===== config.mk =====
export PLATFORM = sky130hd
export DESIGN_NAME = one_wire_bus_master_unit
export DESIGN_NICKNAME = d
export VERILOG_FILES = /design/src/hw/rtl/owbm_pkg.sv /design/src/hw/rtl/owbm_cfg_regs.sv /design/src/hw/rtl/owbm_core.sv /design/src/hw/rtl/owbm_out_stage.sv /design/src/hw/rtl/one_wire_bus_master_unit.sv
export SDC_FILE = /design/constraint.sdc
export NUM_CORES = 1
export LEC_CHECK = 0
export ABC_AREA = 0
export BUFFER_PORTS_ARGS = -buffer_cell sky130_fd_sc_hd__buf_2
export CORE_MARGIN = 10
export CORE_UTILIZATION = 35
export CTS_CLUSTER_DIAMETER = 100
export DETAILED_ROUTE_END_ITERATION = 12
export PLACE_DENSITY = 0.52
export RECOVER_POWER = 25
export SLEW_MARGIN = 10
export SYNTH_ARGS = -nofsm -noshare
export SYNTH_HDL_FRONTEND = slang
export SYNTH_SLANG_ARGS = --single-unit

===== constraint.sdc =====
create_clock -name clk -period 13.5 [get_ports clk]
set_input_delay 2.7 -clock clk [delete_from_list [all_inputs] [get_ports clk]]
set_output_delay 2.7 -clock clk [all_outputs]
set_load 0.005 [all_outputs]

===== src/hw/rtl/owbm_pkg.sv =====
// ----------------------------------------------------------------------------
// owbm_pkg
// Shared types and constants for the tick-driven 1-Wire bus master.
// ----------------------------------------------------------------------------
package owbm_pkg;

  localparam int COUNT_WIDTH = 16;
  localparam int CFG_WIDTH   = 16;
  localparam int CFG_NUM     = 8;
  localparam int CFG_IDX_W   = $clog2(CFG_NUM);
  localparam int CMP_WIDTH   = (COUNT_WIDTH > CFG_WIDTH) ? COUNT_WIDTH : CFG_WIDTH;

  localparam logic [7:0] CRC_POLY = 8'h8C;

  typedef logic [COUNT_WIDTH-1:0] count_t;
  typedef logic [CFG_NUM-1:0][CFG_WIDTH-1:0] cfg_bank_t;

  localparam count_t COUNT_MAX = {COUNT_WIDTH{1'b1}};

  typedef enum logic [CFG_IDX_W-1:0] {
    REG_LOW_PULSE     = 3'd0,
    REG_SLOT          = 3'd1,
    REG_RECOVERY      = 3'd2,
    REG_RESET_LOW     = 3'd3,
    REG_PRESENCE_WAIT = 3'd4,
    REG_RESET_TAIL    = 3'd5,
    REG_SAMPLE_DELAY  = 3'd6,
    REG_READ_TAIL     = 3'd7
  } reg_idx_t;

  localparam cfg_bank_t CFG_RESET = '{
    16'd55,   // read tail
    16'd10,   // sample delay
    16'd410,  // reset tail
    16'd90,   // presence wait
    16'd500,  // reset low
    16'd10,   // recovery
    16'd60,   // slot
    16'd3     // low pulse
  };

  typedef enum logic [1:0] {
    OP_TICK  = 2'd0,
    OP_RESET = 2'd1,
    OP_WRITE = 2'd2,
    OP_READ  = 2'd3
  } opcode_t;

  typedef enum logic [9:0] {
    PH_IDLE     = 10'b00_0000_0001,
    PH_RST_LOW  = 10'b00_0000_0010,
    PH_RST_WAIT = 10'b00_0000_0100,
    PH_RST_TAIL = 10'b00_0000_1000,
    PH_W_LOW    = 10'b00_0001_0000,
    PH_W_DATA   = 10'b00_0010_0000,
    PH_W_REC    = 10'b00_0100_0000,
    PH_R_LOW    = 10'b00_1000_0000,
    PH_R_WAIT   = 10'b01_0000_0000,
    PH_R_TAIL   = 10'b10_0000_0000
  } phase_t;

  typedef struct packed {
    logic       line_release;
    logic       busy_res;
    logic       done_res;
    logic       presence;
    logic [7:0] read_data;
    logic [7:0] crc_value;
    logic       rejected;
  } result_t;

endpackage


===== src/hw/rtl/owbm_cfg_regs.sv =====
// ----------------------------------------------------------------------------
// owbm_cfg_regs
// Bank of slot timing registers, written through a plain write port.
// ----------------------------------------------------------------------------
module owbm_cfg_regs
  import owbm_pkg::*;
(
  input  logic                 clk,
  input  logic                 rst,
  input  logic                 cfg_write,
  input  logic [CFG_IDX_W-1:0] cfg_index,
  input  logic [CFG_WIDTH-1:0] cfg_data,
  output cfg_bank_t            cfg_bank
);

  cfg_bank_t bank;

  always_ff @(posedge clk) begin
    if (rst) begin
      bank <= CFG_RESET;
    end else if (cfg_write) begin
      bank[cfg_index] <= cfg_data;
    end
  end

  assign cfg_bank = bank;

endmodule


===== src/hw/rtl/owbm_core.sv =====
// ----------------------------------------------------------------------------
// owbm_core
// Slot timing state machine, bit shifter and CRC-8. Advances once per beat.
// ----------------------------------------------------------------------------
module owbm_core
  import owbm_pkg::*;
(
  input  logic       clk,
  input  logic       rst,
  input  logic       step,
  input  cfg_bank_t  cfg_bank,
  input  logic [1:0] opcode,
  input  logic       line_sample,
  input  logic [7:0] write_data,
  output result_t    result
);

  phase_t     phase, phase_next;
  count_t     tick_count, tick_count_next;
  logic [2:0] bit_index, bit_index_next;
  logic [7:0] shift_byte, shift_byte_next;
  logic [7:0] crc_reg, crc_reg_next;
  logic       presence_flag, presence_flag_next;
  logic       drive_release, drive_release_next;
  logic [7:0] last_read, last_read_next;
  logic       done, rej;

  logic [CFG_WIDTH-1:0] phase_len;
  count_t               count_inc;
  logic                 phase_end;
  logic [2:0]           bit_inc;
  logic                 crc_fb;
  logic [7:0]           crc_shift;

  always_comb begin
    unique case (phase)
      PH_RST_LOW:  phase_len = cfg_bank[REG_RESET_LOW];
      PH_RST_WAIT: phase_len = cfg_bank[REG_PRESENCE_WAIT];
      PH_RST_TAIL: phase_len = cfg_bank[REG_RESET_TAIL];
      PH_W_LOW:    phase_len = cfg_bank[REG_LOW_PULSE];
      PH_W_DATA:   phase_len = cfg_bank[REG_SLOT];
      PH_W_REC:    phase_len = cfg_bank[REG_RECOVERY];
      PH_R_LOW:    phase_len = cfg_bank[REG_LOW_PULSE];
      PH_R_WAIT:   phase_len = cfg_bank[REG_SAMPLE_DELAY];
      PH_R_TAIL:   phase_len = cfg_bank[REG_READ_TAIL];
      default:     phase_len = '0;
    endcase
  end

  // The counter saturates, and a saturated counter ends the phase.
  assign count_inc = (tick_count == COUNT_MAX) ? tick_count : tick_count + count_t'(1);
  assign phase_end = (CMP_WIDTH'(count_inc) >= CMP_WIDTH'(phase_len)) ||
                     (count_inc == COUNT_MAX);
  assign bit_inc   = bit_index + 3'd1;
  assign crc_fb    = crc_reg[0] ^ line_sample;
  assign crc_shift = {1'b0, crc_reg[7:1]} ^ (crc_fb ? CRC_POLY : 8'h00);

  always_comb begin
    phase_next         = phase;
    tick_count_next    = tick_count;
    bit_index_next     = bit_index;
    shift_byte_next    = shift_byte;
    crc_reg_next       = crc_reg;
    presence_flag_next = presence_flag;
    drive_release_next = drive_release;
    last_read_next     = last_read;
    done               = 1'b0;
    rej                = 1'b0;

    if (opcode_t'(opcode) != OP_TICK) begin
      if (phase != PH_IDLE) begin
        rej = 1'b1;
      end else begin
        tick_count_next    = '0;
        drive_release_next = 1'b0;
        bit_index_next     = '0;
        unique case (opcode_t'(opcode))
          OP_RESET: begin
            bit_index_next = bit_index;
            crc_reg_next   = '0;
            phase_next     = PH_RST_LOW;
          end
          OP_WRITE: begin
            shift_byte_next = write_data;
            phase_next      = PH_W_LOW;
          end
          OP_READ: begin
            shift_byte_next = '0;
            phase_next      = PH_R_LOW;
          end
          default: begin
            phase_next = phase;
          end
        endcase
      end
    end else if (phase != PH_IDLE) begin
      tick_count_next = count_inc;
      if (phase_end) begin
        tick_count_next    = '0;
        drive_release_next = 1'b1;
        unique case (phase)
          PH_RST_LOW: begin
            phase_next = PH_RST_WAIT;
          end
          PH_RST_WAIT: begin
            presence_flag_next = ~line_sample;
            phase_next         = PH_RST_TAIL;
          end
          PH_RST_TAIL: begin
            phase_next = PH_IDLE;
            done       = 1'b1;
          end
          PH_W_LOW: begin
            phase_next         = PH_W_DATA;
            drive_release_next = shift_byte[0];
          end
          PH_W_DATA, PH_W_REC: begin
            if ((phase == PH_W_DATA) && !shift_byte[0]) begin
              phase_next = PH_W_REC;
            end else begin
              bit_index_next  = bit_inc;
              shift_byte_next = {1'b0, shift_byte[7:1]};
              if (bit_inc == 3'd0) begin
                phase_next = PH_IDLE;
                done       = 1'b1;
              end else begin
                phase_next         = PH_W_LOW;
                drive_release_next = 1'b0;
              end
            end
          end
          PH_R_LOW: begin
            phase_next = PH_R_WAIT;
          end
          PH_R_WAIT: begin
            shift_byte_next = {line_sample, shift_byte[7:1]};
            crc_reg_next    = crc_shift;
            phase_next      = PH_R_TAIL;
          end
          PH_R_TAIL: begin
            bit_index_next = bit_inc;
            if (bit_inc == 3'd0) begin
              last_read_next = shift_byte;
              phase_next     = PH_IDLE;
              done           = 1'b1;
            end else begin
              phase_next         = PH_R_LOW;
              drive_release_next = 1'b0;
            end
          end
          default: begin
            phase_next = PH_IDLE;
          end
        endcase
      end
    end
  end

  always_ff @(posedge clk) begin
    if (rst) begin
      phase         <= PH_IDLE;
      tick_count    <= '0;
      bit_index     <= '0;
      shift_byte    <= '0;
      crc_reg       <= '0;
      presence_flag <= 1'b0;
      drive_release <= 1'b1;
      last_read     <= '0;
    end else if (step) begin
      phase         <= phase_next;
      tick_count    <= tick_count_next;
      bit_index     <= bit_index_next;
      shift_byte    <= shift_byte_next;
      crc_reg       <= crc_reg_next;
      presence_flag <= presence_flag_next;
      drive_release <= drive_release_next;
      last_read     <= last_read_next;
    end
  end

  always_comb begin
    result.line_release = drive_release_next;
    result.busy_res     = (phase_next != PH_IDLE);
    result.done_res     = done;
    result.presence     = presence_flag_next;
    result.read_data    = last_read_next;
    result.crc_value    = crc_reg_next;
    result.rejected     = rej;
  end

endmodule


===== src/hw/rtl/owbm_out_stage.sv =====
// ----------------------------------------------------------------------------
// owbm_out_stage
// Result register with a one-entry skid buffer on the output channel.
// ----------------------------------------------------------------------------
module owbm_out_stage
  import owbm_pkg::*;
(
  input  logic    clk,
  input  logic    rst,
  input  logic    load,
  input  result_t load_data,
  output logic    full,
  output logic    out_valid,
  input  logic    out_stall,
  output result_t out_data
);

  logic    head_valid, skid_valid;
  result_t head, skid;

  // The skid entry only fills while the head is held, so the input side
  // stalls exactly when the skid entry is occupied.
  assign full = skid_valid;

  always_ff @(posedge clk) begin
    if (rst) begin
      head_valid <= 1'b0;
      skid_valid <= 1'b0;
    end else begin
      if (load) begin
        if (!head_valid || !out_stall) begin
          head_valid <= 1'b1;
        end else begin
          skid_valid <= 1'b1;
        end
      end else if (!out_stall) begin
        head_valid <= skid_valid;
        skid_valid <= 1'b0;
      end
    end
  end

  always_ff @(posedge clk) begin
    if (load) begin
      if (!head_valid || !out_stall) begin
        head <= load_data;
      end else begin
        skid <= load_data;
      end
    end else if (!out_stall && skid_valid) begin
      head <= skid;
    end
  end

  assign out_valid = head_valid;
  assign out_data  = head;

endmodule


===== src/hw/rtl/one_wire_bus_master_unit.sv =====
// ----------------------------------------------------------------------------
// one_wire_bus_master_unit
// Tick-driven 1-Wire bus master with Dallas CRC-8 over the bits read.
// ----------------------------------------------------------------------------
// Every beat on the input channel is either a tick carrying the sampled bus
// level or a command (reset with presence detect, write byte, read byte), and
// produces exactly one result beat that shows the bus drive and status after
// that item. The block takes one item per clock while in_stall is low: the
// timing state machine advances in the cycle of acceptance and the result
// goes out from the result register. A one-entry skid buffer behind that
// register lets the input keep flowing for one extra beat while the output
// stalls; in_stall rises only when that buffer is occupied. Timing
// registers may be written only while no beat is in flight.
module one_wire_bus_master_unit
  import owbm_pkg::*;
(
  input  logic                 clk,
  input  logic                 rst,
  input  logic                 cfg_write,
  input  logic [CFG_IDX_W-1:0] cfg_index,
  input  logic [CFG_WIDTH-1:0] cfg_data,
  input  logic                 in_valid,
  output logic                 in_stall,
  input  logic [1:0]           opcode,
  input  logic                 line_sample,
  input  logic [7:0]           write_data,
  output logic                 out_valid,
  input  logic                 out_stall,
  output logic                 line_release,
  output logic                 busy_res,
  output logic                 done_res,
  output logic                 presence,
  output logic [7:0]           read_data,
  output logic [7:0]           crc_value,
  output logic                 rejected
);

  cfg_bank_t cfg_bank;
  result_t   step_result;
  result_t   out_data;
  logic      stage_full;
  logic      accept;

  assign in_stall = stage_full;
  assign accept   = in_valid && !stage_full;

  owbm_cfg_regs u_cfg_regs (
    .clk       (clk),
    .rst       (rst),
    .cfg_write (cfg_write),
    .cfg_index (cfg_index),
    .cfg_data  (cfg_data),
    .cfg_bank  (cfg_bank)
  );

  owbm_core u_core (
    .clk         (clk),
    .rst         (rst),
    .step        (accept),
    .cfg_bank    (cfg_bank),
    .opcode      (opcode),
    .line_sample (line_sample),
    .write_data  (write_data),
    .result      (step_result)
  );

  owbm_out_stage u_out_stage (
    .clk       (clk),
    .rst       (rst),
    .load      (accept),
    .load_data (step_result),
    .full      (stage_full),
    .out_valid (out_valid),
    .out_stall (out_stall),
    .out_data  (out_data)
  );

  assign line_release = out_data.line_release;
  assign busy_res     = out_data.busy_res;
  assign done_res     = out_data.done_res;
  assign presence     = out_data.presence;
  assign read_data    = out_data.read_data;
  assign crc_value    = out_data.crc_value;
  assign rejected     = out_data.rejected;

endmodule


Yosys cells after proc, flatten, opt, wreduce, memory -nomap -nowiden:

Cells that the tools add are included.

* bits in registers: 227
* input port bits: 35
* output and inout bits: 23

* reductions and logical operators: 27
* order comparisons: 3
* bitwise operators: 4
* muxes and demuxes: 71
* equal/unequal tests: 22
* add/sub/neg operators: 2

Operators by type and width (number)
* $mux 8: 18
* $bwmux 128: 1
* $pmux 16 s8: 1
* $mux 16: 6
* $pmux 10 s7: 1
* $mux 21: 3
* $mux 10: 5
* $demux 16 s3: 1
* $eq 16x16->1 const B: 2
* $pmux 8 s2: 2
* $pmux 10 s3: 1
* $mux 1: 22
* $ne 10x1->1 const B: 2
* $mux 3: 6
* $add 16x1->16 const B: 1
* $ge 16x16->1: 1
* $reduce_and 7->1: 2
* $eq 10x10->1 const B: 1
* $eq 10x2->1 const B: 1
* $eq 10x3->1 const B: 1
* $eq 10x4->1 const B: 1
* $eq 10x5->1 const B: 1
* $eq 10x6->1 const B: 1
* $eq 10x7->1 const B: 1
* 25 further kinds: 47

Longest topological paths before layout:

Gate-level depths: netlist of run 1.

* depth after elaboration: 11
* depth in mapped cells: 20

By module:

Synthesis of run 1 repeated with hierarchy kept, for this count alone.

* cells, all modules: 1186
* area, all modules: 11723.7 sq um

By module, submodules not included
* owbm_cfg_regs: area an instance 5027.3 sq um, cells each 460, seq. area each 2562.5 sq um, times used 1
* owbm_core: area an instance 4989.8 sq um, cells each 648, seq. area each 1101.1 sq um, times used 1
* owbm_out_stage: area an instance 1692.9 sq um, cells each 77, seq. area each 1301.2 sq um, times used 1
* one_wire_bus_master_unit: area an instance 13.8 sq um, cells each 1, seq. area each 0.0 sq um, times used 1

Worst setup path before layout of run 1:

No wires, ideal clock.

* path type: reg2reg
* start: register u_core.phase[0]
* end: register u_out_stage.head, in the netlist u_out_stage.out_data[15], data pin
* clock period less this slack: 4.830 ns
* cell stages (with the launch flop): 18
* path buffers: 2
* data required time: 13.238 ns
* setup time: 0.262 ns
* data arrival time: 4.567 ns
* path slack: 8.670 ns
* cells stage by stage: dfxtp_1 nor3_1 nand3_1 nor4b_1 clkbuf_1 clkbuf_1 a222oi_1 nand3_1 a21oi_1 ha_1 nand2_1 o21ai_0 a41oi_1 o41ai_1 o21ai_4 nor3_4 mux2_4 mux2_1

RTL lines
* start, declared: line owbm_core.sv:18 `phase_t phase, phase_next;`
* start signal, assigned: line owbm_core.sv:170 `phase <= phase_next;`
* end signal, assigned: line owbm_out_stage.sv:46 `head <= load_data;`
* end signal, assigned: line owbm_out_stage.sv:51 `head <= skid;`
* end, declared: line owbm_out_stage.sv:19 `result_t head, skid;`

Final worst setup path of run 1:

* start: input rst
* end: register u_cfg_regs.bank, in the netlist u_cfg_regs.cfg_bank[33]

RTL lines
* start, declared: line one_wire_bus_master_unit.sv:18 `input logic rst,`
* end signal, assigned by index: line owbm_cfg_regs.sv:22 `bank[cfg_index] <= cfg_data;`
* end, declared: line owbm_cfg_regs.sv:16 `cfg_bank_t bank;`

No word-level cell between the ends.

==> results of run 1 <==
==> worst max-delay path, stage by stage <==
cell	delay, ns
clkbuf_1	2.86
buf_4	1.12
nand3b_1	0.20
==> placed cells by master, fill, tap and decap left out, drive strengths merged, types with 6 or more instances in the layout <==
cell type,instances
ha,21
mux2,28
buf,50
nand3b,30
clkbuf,53
nand2,312
nor2,90
a222oi,16
a21oi,147
a31oi,6
dfxtp,185
nor2b,8
clkinv,7
mux2i,23
xor2,6
nand3,38
o21ai,23
nor3,18
a32oi,7
edfxtp,42
a211oi,8
nand4,7
a22oi,42
nand2b,10
inv,11
nor4,8
==> kinds of logic (layout without fill, tap and decap cells) <==
family          Yosys count  count (layout)  synth area share (%)
fa+ha+maj                21              21                  2.45
compound gates          288             288                  17.4
simple gates            548             548                  23.6
mux                      51              51                  5.37
flops                   227             227                  46.3
xor+xnor                 11              11                 0.899
buf+inv                  98             126                  3.93
==> worst max-delay path by stage <==
stage                         start                        to  slack, ns
CTS                 u_core.phase[4]   u_out_stage.out_data[9]       7.90
global placement    u_core.phase[4]  u_out_stage.out_data[11]       8.05
finish                          rst   u_cfg_regs.cfg_bank[33]       6.98
detailed placement        opcode[0]      u_core.tick_count[6]       7.93
global route                    rst   u_cfg_regs.cfg_bank[71]       6.62
floorplan           u_core.phase[0]  u_out_stage.out_data[15]       8.67
==> where the power goes <==
| group | switching, W | total (W) | internal [W] |
|---|---|---|---|
| Clock | 0.000301 | 0.000768 | 0.000468 |
| Sequential | 0.0000136 | 0.000726 | 0.000712 |
| Combinational | 0.0000838 | 0.000121 | 0.0000376 |
==> area by class of cell <==
cell class                 count  area (um^2)  area share (%)
multi-input combinational    919         5390            44.3
sequential                   227         4960            40.8
clock buffer                  33          738            6.06
tap                          396          495            4.07
timing repair buffer          70          355            2.92
clock inverter                15          205            1.68
inverter                       8         30.0           0.247
==> through the flow <==
stage               hold WS [ns]  worst slack, ns
global route               0.470             6.62
CTS                        0.455             7.90
finish                     0.455             6.98
global placement           0.441             8.05
detailed placement         0.446             7.93
floorplan                  0.436             8.67
==> layer usage <==
metal / wire [um] / track usage [%] / up-vias
li1: - / - / 4426
met2: 14400 / 24.5 / 193
met3: 1320 / 2.07 / 39
met4: 551 / 3.45 / 0
met1: 15200 / 22.8 / 4332
met5: 0 / 0 / -
==> results.md, run 1 <==
* Status: finished with violations
* Failing checks: max-capacitance violations, max-slew violations
* Vias in the first global route at about 8500
* Actual slew at the worst max-slew pin at slightly above 4 ns
* Initial Utilization at between 30% and 40%
* Port bufs at 57
* Seq/Total Area, Yosys at about 46%
* Die width at 195 um
* Cell variety after synth at 78
* Via count at between 8000 and 9000
* PD cells at about 130 mW/mm^2
* Total clock sinks at 227
* Placed cells at around 1600
* Post-Syn Area at between 0.01 and 0.015 mm^2
* Cell Area, Placed at between 0.01 and 0.015 mm^2
* Synthesized net count at 1300
* Most frequent cell after synthesis: nand2_1
* Placer Congestion at 0.820
* Hold Path Class: reg2reg
* Synth top area cells: dfxtp_1 35%, edfxtp_1 12%, nand2_1 11%, a21oi_1 6.8%, nor2_1 3.2%
* Hold Path Sink: u_cfg_regs.cfg_bank[44]
* Top cells by count, synth: 312 x nand2_1, 185 x dfxtp_1, 146 x a21oi_1
* Post-route insts no fill at roughly 1700
* Hold_sp: u_cfg_regs.cfg_bank[44]
* R2r endpoint: u_out_stage.out_data[9]
* Leak at 4.43 nW
* Worst-Skew Late Latency at ~0.55 ns
* Critical path fanouts, max at just under 100
* Gr usage total at 15.8%
* H-Tree Depth at 1
* Core area at 0.0304 mm^2
* Final wirelength at 31500 um
* Die area at between 0.03 and 0.04 mm^2
* Area delta synth->final at 13.6%
* Largest net degree at the start of global routing at a little under 100
* First-pass GRT wire length at a little under 50000 um
* Clk slew on worst S/H paths at 0.06 ns
* Share of layout cells above drive strength 1 at 11.6%
* Yosys warning count at 0
* Detailed placement HPWL at 20100 um
* Pre-Repair DR Iteration Count at 5
* # rows at 64
* Maximum VDD drop at ~0.09 mV
* Post-route setup TNS at 0 ns
* CP required at between 10 and 15 ns
* Antenna diodes at 0
* Post-cts sizing count at 0
* Top-Level Pins at between 50 and 60
* Critical path class: in2reg
* Fmax at about 0.15 GHz
* Slew margin rel. at -175%
* Crit path arrival time at between 7 and 8 ns
* Critical Path Source Type: input pin
* Top_reg_cell synth: dfxtp_1
* Crit end category: flop
* Final min period at 6.52 ns
* Post-synth top area share at between 30 and 40%
* Ys async rst share at 0%
* DR WL/cell at about 19 um
* Area leader, netlist: dfxtp_1
* Final critical-path share of the clock period at between 40 and 50%
* Reg2Reg Depth at 16
* Final design area excluding fillers at 0.0122 mm^2
* #FFs+latches synth at between 200 and 250
* Avg Synthesized Cell Area at about 8.6 um^2
* Fill cell count at about 3200
* Antenna Violating Nets Remaining at 0
* EDFF count, synth at 42
* RSZ-0062 raised after global routing: false
* Hold Path Stages at 2
* CTS tree: yes
* Total power draw at roughly 0.0016 W
* Post-CTS setup buffers at 0
* DRC at 0
* Max-cap violation count at 1
* Nets at roughly 1300
* Die height at between 150 and 200 um
* CTS Buf Count at 27
* Total grt overflow at 0
* Max reg flops at 128
* Final Util at 40.0%
* Vias per inst at ~5.4
* Antenna violations before repair at 0
* Clock Skew at 0.0249 ns
* R2R setup slack at between 7 and 8 ns
* Final hold violations at 0
* Maximum clock insertion buffer count at 3
* Reg2reg start: u_core.phase[0]
* Mapped Cells at about 1200
* Root Driver: clkbuf_16
* Count of final setup violators at 0
* Initial DRC count at 727
* Pins Over Slew Limit at 90
* Hold buffer count at cts at 0
Note: power is estimated with default switching activity, not from simulation.
==> run 2: changes to the inputs <==
--- a/config.mk
+++ b/config.mk
@@ -5,7 +5,7 @@
 export SDC_FILE = /design/constraint.sdc
 export NUM_CORES = 1
 export LEC_CHECK = 0
-export ABC_AREA = 0
+export ABC_AREA = 1
 export BUFFER_PORTS_ARGS = -buffer_cell sky130_fd_sc_hd__buf_2
 export CORE_MARGIN = 10
 export CORE_UTILIZATION = 35
==> constraint.sdc (replaced) <==
create_clock -name clk -period 6.66 [get_ports clk]
set_input_delay 1.332 -clock clk [delete_from_list [all_inputs] [get_ports clk]]
set_output_delay 1.332 -clock clk [all_outputs]
set_load 0.005 [all_outputs]
==> results.md, run 2 <==
* Status: finished with violations
* Failing checks: max-capacitance violations, max-slew violations
* Largest net degree at the start of global routing at 58 (-41%)
* Most frequent cell after synthesis: nand2_1
* Placed cells at 1861 (+15%)
* Reg2Reg Depth at 25 (+9)
* Synthesized net count at 1522 (+17%)
* Maximum clock insertion buffer count at 3 (unchanged)
* Total clock sinks at 227 (unchanged)
* Post-cts sizing count at 0 (unchanged)
* Antenna Violating Nets Remaining at 0 (unchanged)
* Critical Path Source Type: flop
* Initial Utilization at 35.5% (+0.28 points)
* Post-CTS setup buffers at 0 (unchanged)
* Wl on met1 at 15100 um (-0.66%)
* Crit path arrival time at 5.84 ns (-1.17 ns)
* Share of layout cells above drive strength 1 at 9.70% (-1.9 points)
* Post-route insts no fill at 1911 (+15%)
* Leak at 5.16 nW (+16%)
* Critical path fanouts, max at 24 (-75%)
* Initial DRC count at 681 (-6.3%)
* Nets at 1550 (+18%)
* Reg2reg start: u_core.phase[3]
* Final design area excluding fillers at 0.0123 mm^2 (+1.1%)
* Avg Synthesized Cell Area at 7.43 um^2 (-14%)
* Fmax at approximately 0.18 GHz
* Routed wire length on met2 at 15300 um (+6.2%)
* Crit path from: u_core.phase[3]
* Pins Over Slew Limit at 103 (+14%)
* Crit end category: flop
* Post-Syn Area at 0.0109 mm^2 (+1.6%)
* Final critical-path share of the clock period at 83.4%
* Gr usage total at 16.6% (+0.80 points)
* EDFF count, synth at 42 (unchanged)
* Die width at 196 um (+0.71%)
* Area delta synth->final at 13.1%
* PD cells at 263 mW/mm^2 (+98%)
* Hold Path Stages at 2 (unchanged)
* Final WS setup at 1.11 ns (-5.87 ns)
* Core area at 0.0307 mm^2 (+0.79%)
* CTS tree: yes
* Max reg flops at 128 (unchanged)
* Yosys warning count at 0 (unchanged)
* Post-route setup TNS at 0 ns (unchanged)
* Post-synth top area share at 34.0% (-0.54 points)
* R2r endpoint: u_out_stage.out_data[19]
* DR WL met3 at 1720 um (+30%)
* Total grt overflow at 0 (unchanged)
* Clk slew on worst S/H paths at 0.06 ns (about the same)
* RSZ-0062 raised after global routing: false
* Pre-Repair DR Iteration Count at 5 (unchanged)
* First-pass GRT wire length at 52700 um (+6.1%)
* Count of final setup violators at 0 (unchanged)
* Final Util at 40.1% (+0.11 points)
* Antenna violations before repair at 0 (unchanged)
* Clock Skew at 0.0172 ns (-0.00775 ns)
* Via count at 9794 (+8.9%)
* Root Driver: clkbuf_16
* Synth top area cells: dfxtp_1 34%, edfxtp_1 12%, nand2_1 11%, nor2_1 8.0%, o21ai_0 6.5%
* Final hold violations at 0 (unchanged)
* H-Tree Depth at 1 (unchanged)
* Most common cell after layout, fill and taps aside: nand2_1
* Maximum VDD drop at 0.220 mV (+140%)
* Cell Area, Placed at 0.0115 mm^2 (+2.0%)
* CTS Buf Count at 27 (unchanged)
* Die area at 0.0386 mm^2 (+1.4%)
* Commonest cells after routing, fill and taps aside: 314 x nand2_1, 231 x nor2_1, 185 x dfxtp_1
* Final wirelength at 32800 um (+4.1%)
* Critical path class: reg2reg
* Max-cap violation count at 2 (+1)
* Actual slew at the worst max-slew pin at 2.70 ns (-1.43 ns)
* Hold buffer count at cts at 0 (unchanged)
* Top_reg_cell synth: dfxtp_1
* Top sig layer: met4
* Placer Congestion at 0.930 (+13%)
* Vias in the first global route at 9411 (+10%)
* Fill cell count at 3224 (+2.1%)
* Seq/Total Area, Yosys at 45.6% (-0.72 points)
* DR WL/cell at 17.1 um (-9.2%)
* Mapped Cells at 1466 (+18%)
* Worst-Skew Late Latency at 0.54 ns (about the same)
* R2R setup slack at 1.11 ns (-6.77 ns)
* Area leader, netlist: dfxtp_1
* Slew margin rel. at -80.3% (+95 points)
* #FFs+latches synth at 227 (unchanged)
* Crit path capture: u_out_stage.out_data[19]
* Port bufs at 57 (unchanged)
* Setup WS pre-CTS at 1.37 ns (-6.56 ns)
* Vias per inst at 5.13 (-4.9%)
* Hold Path Class: reg2reg
* DRC at 0 (unchanged)
* Cell variety after synth at 49 (-37%)
* Antenna diodes at 0 (unchanged)
* Detailed placement HPWL at 21700 um (+7.8%)
* Top cells by count, synth: 315 x nand2_1, 232 x nor2_1, 185 x dfxtp_1
* Final min period at about 5.6 ns
* Ys async rst share at 0% (unchanged)
* CP required at 6.95 ns (-7.04 ns)
* # rows at 64 (unchanged)
* Top-Level Pins at 58 (unchanged)
* Die height at 196 um (+0.71%)
==> run 2: cell count changes after synthesis, sizes merged, moves of 28 or more <==
| cell | change |
|---|---|
| a21oi | -45 |
| mux2 | -28 |
| nand3b | -28 |
| inv | +105 |
| o21ai | +135 |
| a22oi | -41 |
| nor2 | +149 |
| nand3 | +44 |
==> run 2: worst min-delay path by stage <==
stage / startpoint / to / slack (ns)
after CTS: u_cfg_regs.cfg_bank[80] / u_cfg_regs.cfg_bank[80] / 0.45
after detailed placement: u_cfg_regs.cfg_bank[70] / u_cfg_regs.cfg_bank[70] / 0.44
final: u_cfg_regs.cfg_bank[77] / u_cfg_regs.cfg_bank[77] / 0.45
after floorplan: u_cfg_regs.cfg_bank[86] / u_cfg_regs.cfg_bank[86] / 0.42
after global routing: u_cfg_regs.cfg_bank[49] / u_cfg_regs.cfg_bank[49] / 0.48
after global placement: u_cfg_regs.cfg_bank[70] / u_cfg_regs.cfg_bank[70] / 0.43
==> run 2: worst max-delay path: stages (launching register included) <==
cell       delay, ns
dfxtp_1         0.40
nor2_1          0.07
nand2_1         0.22
nor2_1          0.11
nand3_1         0.15
inv_1           0.43
buf_4           0.36
a22o_1          0.26
a2111oi_0       0.99
ha_1            0.42
nand2_1         0.09
inv_1           0.04
nand3_1         0.11
a21oi_1         0.05
nor2_1          0.10
o21ai_0         0.09
nor2_1          0.30
nand2_4         0.26
nand2_1         0.21
o21ai_0         0.11
nand2_1         0.07
nand2_1         0.07
nor2_2          0.12
nand3_1         0.11
nand2_1         0.09
nand2_1         0.05
==> run 2: cell type report <==
class / count / area (um^2) / area share [%]
multi-input combinational: 1039 / 5130 / 41.6
timing repair buffer: 79 / 405 / 3.29
inverter: 120 / 453 / 3.68
tap: 396 / 495 / 4.02
sequential: 227 / 4960 / 40.3
clock inverter: 15 / 140 / 1.14
clock buffer: 35 / 726 / 5.89
==> run 2: logic make-up after synthesis <==
kind of cell | synth area share, %
XOR/XNOR | 0.483
AND/OR/NAND/NOR | 26.2
AO/OA/AOI/OAI | 18.0
buffers and inverters | 7.35
adder cells (fa/ha/maj) | 2.41
flip-flops | 45.6
==> run 2: where the power goes <==
group	internal (W)	leakage (nW)	total (W)	switching, W
Clock	0.000848	0.420	0.00145	0.000603
Sequential	0.00146	1.89	0.00148	0.0000266
Combinational	0.0000838	2.85	0.000300	0.000217
Total	0.00239	5.16	0.00323	0.000846
==> run 2: stage by stage <==
stage,total power (W),hold WS [ns]
6_report,0.00323,0.452
5_1_grt,0.00336,0.478
3_5_place_dp,0.00182,0.443
2_1_floorplan,0.00172,0.425
4_1_cts,0.00327,0.454
3_3_place_gp,0.00181,0.435
==> run 2: routing by layer <==
metal,global-route usage [%],vias to the layer above
li1,-,4931
met1,22.5,4557
met2,27.3,263
met3,2.29,43
met4,3.93,0
met5,0,-
==> run 3: changes to the inputs <==
--- a/config.mk
+++ b/config.mk
@@ -5,7 +5,7 @@
 export SDC_FILE = /design/constraint.sdc
 export NUM_CORES = 1
 export LEC_CHECK = 0
-export ABC_AREA = 1
+export ABC_AREA = 0
 export BUFFER_PORTS_ARGS = -buffer_cell sky130_fd_sc_hd__buf_2
 export CORE_MARGIN = 10
 export CORE_UTILIZATION = 35
==> constraint.sdc (replaced) <==
create_clock -name clk -period 5.6 [get_ports clk]
set_input_delay 1.12 -clock clk [delete_from_list [all_inputs] [get_ports clk]]
set_output_delay 1.12 -clock clk [all_outputs]
set_load 0.005 [all_outputs]
==> results.md, run 3 (same netlist as run 1, synthesis figures left out) <==
* Total clock sinks at 227 (unchanged)
* Crit end category: flop
* Reg2Reg Depth at 15 (-40%)
* First-pass GRT wire length at 50000 um (-5.1%)
* Die area at 0.0380 mm^2 (-1.4%)
* CP peak stage delay at 0.78 ns (-0.21 ns)
* Final wirelength at 31500 um (-4.0%)
* Crit path from: u_core.tick_count[0]
* Post-route setup TNS at 0 ns (unchanged)
* Top Family by Delay on Critical Path: simple AND/OR/NAND/NOR gates
* Critical path class: reg2reg
* Post-CTS setup buffers at 0 (unchanged)
* Max-cap violation count at 0 (-2)
* Via count at 9168 (-6.4%)
* Core area at 0.0304 mm^2 (-0.78%)
* Count of final setup violators at 0 (unchanged)
* Crit path max-delay cell type: or4_1
* PD cells at 313 mW/mm^2 (+19%)
* Pins Over Slew Limit at 0 (-100%)
* Initial DRC count at 719 (+5.6%)
* CP Depth at 15 (-40%)
* Total grt overflow at 0 (unchanged)
* DRC at 0 (unchanged)
* Commonest cells after routing, fill and taps aside: 312 x nand2_1, 185 x dfxtp_1, 146 x a21oi_1
* Fmax at 0.195 GHz (+8.5%)
* DR WL/cell at 18.8 um (+9.7%)
* Max reg flops at 128 (unchanged)
* Final min period at 5.12 ns (-0.435 ns)
* Crit path cell chain: ha_1 > nand4_1 > or4_1 > xnor2_1 > ha_1 > nand2b_1 > a21oi_1 > o21ai_0 > a41oi_1 > o41ai_1 > buf_4 > o21ai_4 > nor3_4 > mux2_4 > mux2_1
* Critical path fanouts, max at 9 (-63%)
* Die height at 195 um (-0.71%)
* CTS Buf Count at 27 (unchanged)
* Die width at 195 um (-0.71%)
* R2R setup slack at 0.48 ns (-0.63 ns)
* Leak at 4.50 nW (-13%)
* Final hold violations at 0 (unchanged)
* Hold buffer count at cts at 0 (unchanged)
* Detailed placement HPWL at 20400 um (-5.8%)
* CP bufs+invs at 1 (-2)
* Largest net degree at the start of global routing at 129 (+120%)
* Actual slew at the worst max-slew pin at 1.26 ns (-1.44 ns)
* Root Driver: clkbuf_16
* Area delta synth->final at 14.1%
* Crit path top cell by count: ha_1
* Reg2reg start: u_core.tick_count[0]
* Post-cts sizing count at 0 (unchanged)
* Vias per inst at 5.48 (+7.0%)
* Antenna violations before repair at 0 (unchanged)
* Hold Path Class: reg2reg
* R2r endpoint: u_out_stage.out_data[15]
* Pre-Repair DR Iteration Count at 5 (unchanged)
* Slew margin rel. at 15.9% (+96 points)
* Placed cells at 1626 (-13%)
* Crit path capture: u_out_stage.out_data[15]
* Gr usage total at 15.9% (-0.69 points)
* Critical Path Source Type: flop
* Clock Skew at 0.0187 ns (+0.00147 ns)
* Post-route insts no fill at 1672 (-13%)
* Initial Utilization at 35.2% (-0.28 points)
* Clk slew on worst S/H paths at 0.07 ns (about the same)
* Final critical-path share of the clock period at 91.4% (+8.0 points)
* Top-Level Pins at 58 (unchanged)
* Nets at 1315 (-15%)
* Status: finished clean
* CP required at 5.89 ns (-1.06 ns)
* H-Tree Depth at 1 (unchanged)
* Most common cell after layout, fill and taps aside: nand2_1
* Maximum clock insertion buffer count at 3 (unchanged)
* Crit path arrival time at 5.40 ns (-0.44 ns)
* CTS tree: yes
* Vias in the first global route at 8572 (-8.9%)
* Maximum VDD drop at 0.238 mV (+8.0%)
* # rows at 64 (unchanged)
* Worst-Skew Late Latency at 0.55 ns (about the same)
* RSZ-0062 raised after global routing: false
* Antenna Violating Nets Remaining at 0 (unchanged)
* Share of layout cells above drive strength 1 at 13.4% (+3.7 points)
* Placer Congestion at 0.859 (-7.6%)
* Antenna diodes at 0 (unchanged)
* Port bufs at 57 (unchanged)
==> run 3: through the flow <==
stage / hold WS [ns] / utilization, % / instance area, um^2 / setup WS (ns) / power [W]
2_1_floorplan: 0.436 / - / 10700 / 0.770 / 0.00197
3_3_place_gp: 0.441 / 37.2 / 11300 / 0.589 / 0.00208
3_5_place_dp: 0.446 / 37.2 / 11300 / 0.516 / 0.00208
4_1_cts: 0.454 / 40.2 / 12200 / 0.483 / 0.00388
5_1_grt: 0.471 / 40.2 / 12200 / 0.122 / 0.00397
6_report: 0.453 / 40.2 / 12200 / 0.484 / 0.00383
==> run 3: metal layers <==
metal  global-route usage, %  vias to the layer above  wire (um)
li1                        -                     4445          -
met1                    22.4                     4418      14800
met2                    25.3                      259      14400
met3                    2.09                       46       1720
met4                    3.70                        0        543
met5                       0                        -          0
==> run 3: worst register-to-register path, delay by kind of cell (launching register included) <==
family                     cells  cell delay (ns)
adders and majority gates      2             0.68
and+or+nand+nor                4             1.73
DFF                            1             0.44
AOI/OAI and AO/OA              5             0.90
xor gates and xnor gates       1             0.27
buffers and inverters          1             0.20
muxes                          2             0.65
==> run 3: how the worst min path moves through the flow <==
stage | startpoint | end | slack, ns | depth (start not counted)
2_1_floorplan | u_cfg_regs.cfg_bank[127] | u_cfg_regs.cfg_bank[127] | 0.44 | 2
3_3_place_gp | u_cfg_regs.cfg_bank[9] | u_cfg_regs.cfg_bank[9] | 0.44 | 2
3_5_place_dp | u_cfg_regs.cfg_bank[95] | u_cfg_regs.cfg_bank[95] | 0.45 | 2
4_1_cts | u_cfg_regs.cfg_bank[95] | u_cfg_regs.cfg_bank[95] | 0.45 | 2
5_1_grt | u_cfg_regs.cfg_bank[124] | u_cfg_regs.cfg_bank[124] | 0.47 | 2
6_report | u_cfg_regs.cfg_bank[9] | u_cfg_regs.cfg_bank[9] | 0.45 | 2
==> run 3: layout make-up <==
class,count,area (um^2)
multi-input cells,919,5390
clock buffers,34,732
fillers,3127,18200
clock inverters,12,169
flip-flops and latches,227,4960
inverters,8,30.0
well taps,396,495
repair buffers,76,448
==> run 3: power by group <==
part,leakage [nW],internal (W),switching (W)
logic,2.17,0.0000943,0.000202
clock network,0.435,0.00107,0.000717
registers,1.89,0.00172,0.0000330
total,4.50,0.00288,0.000952
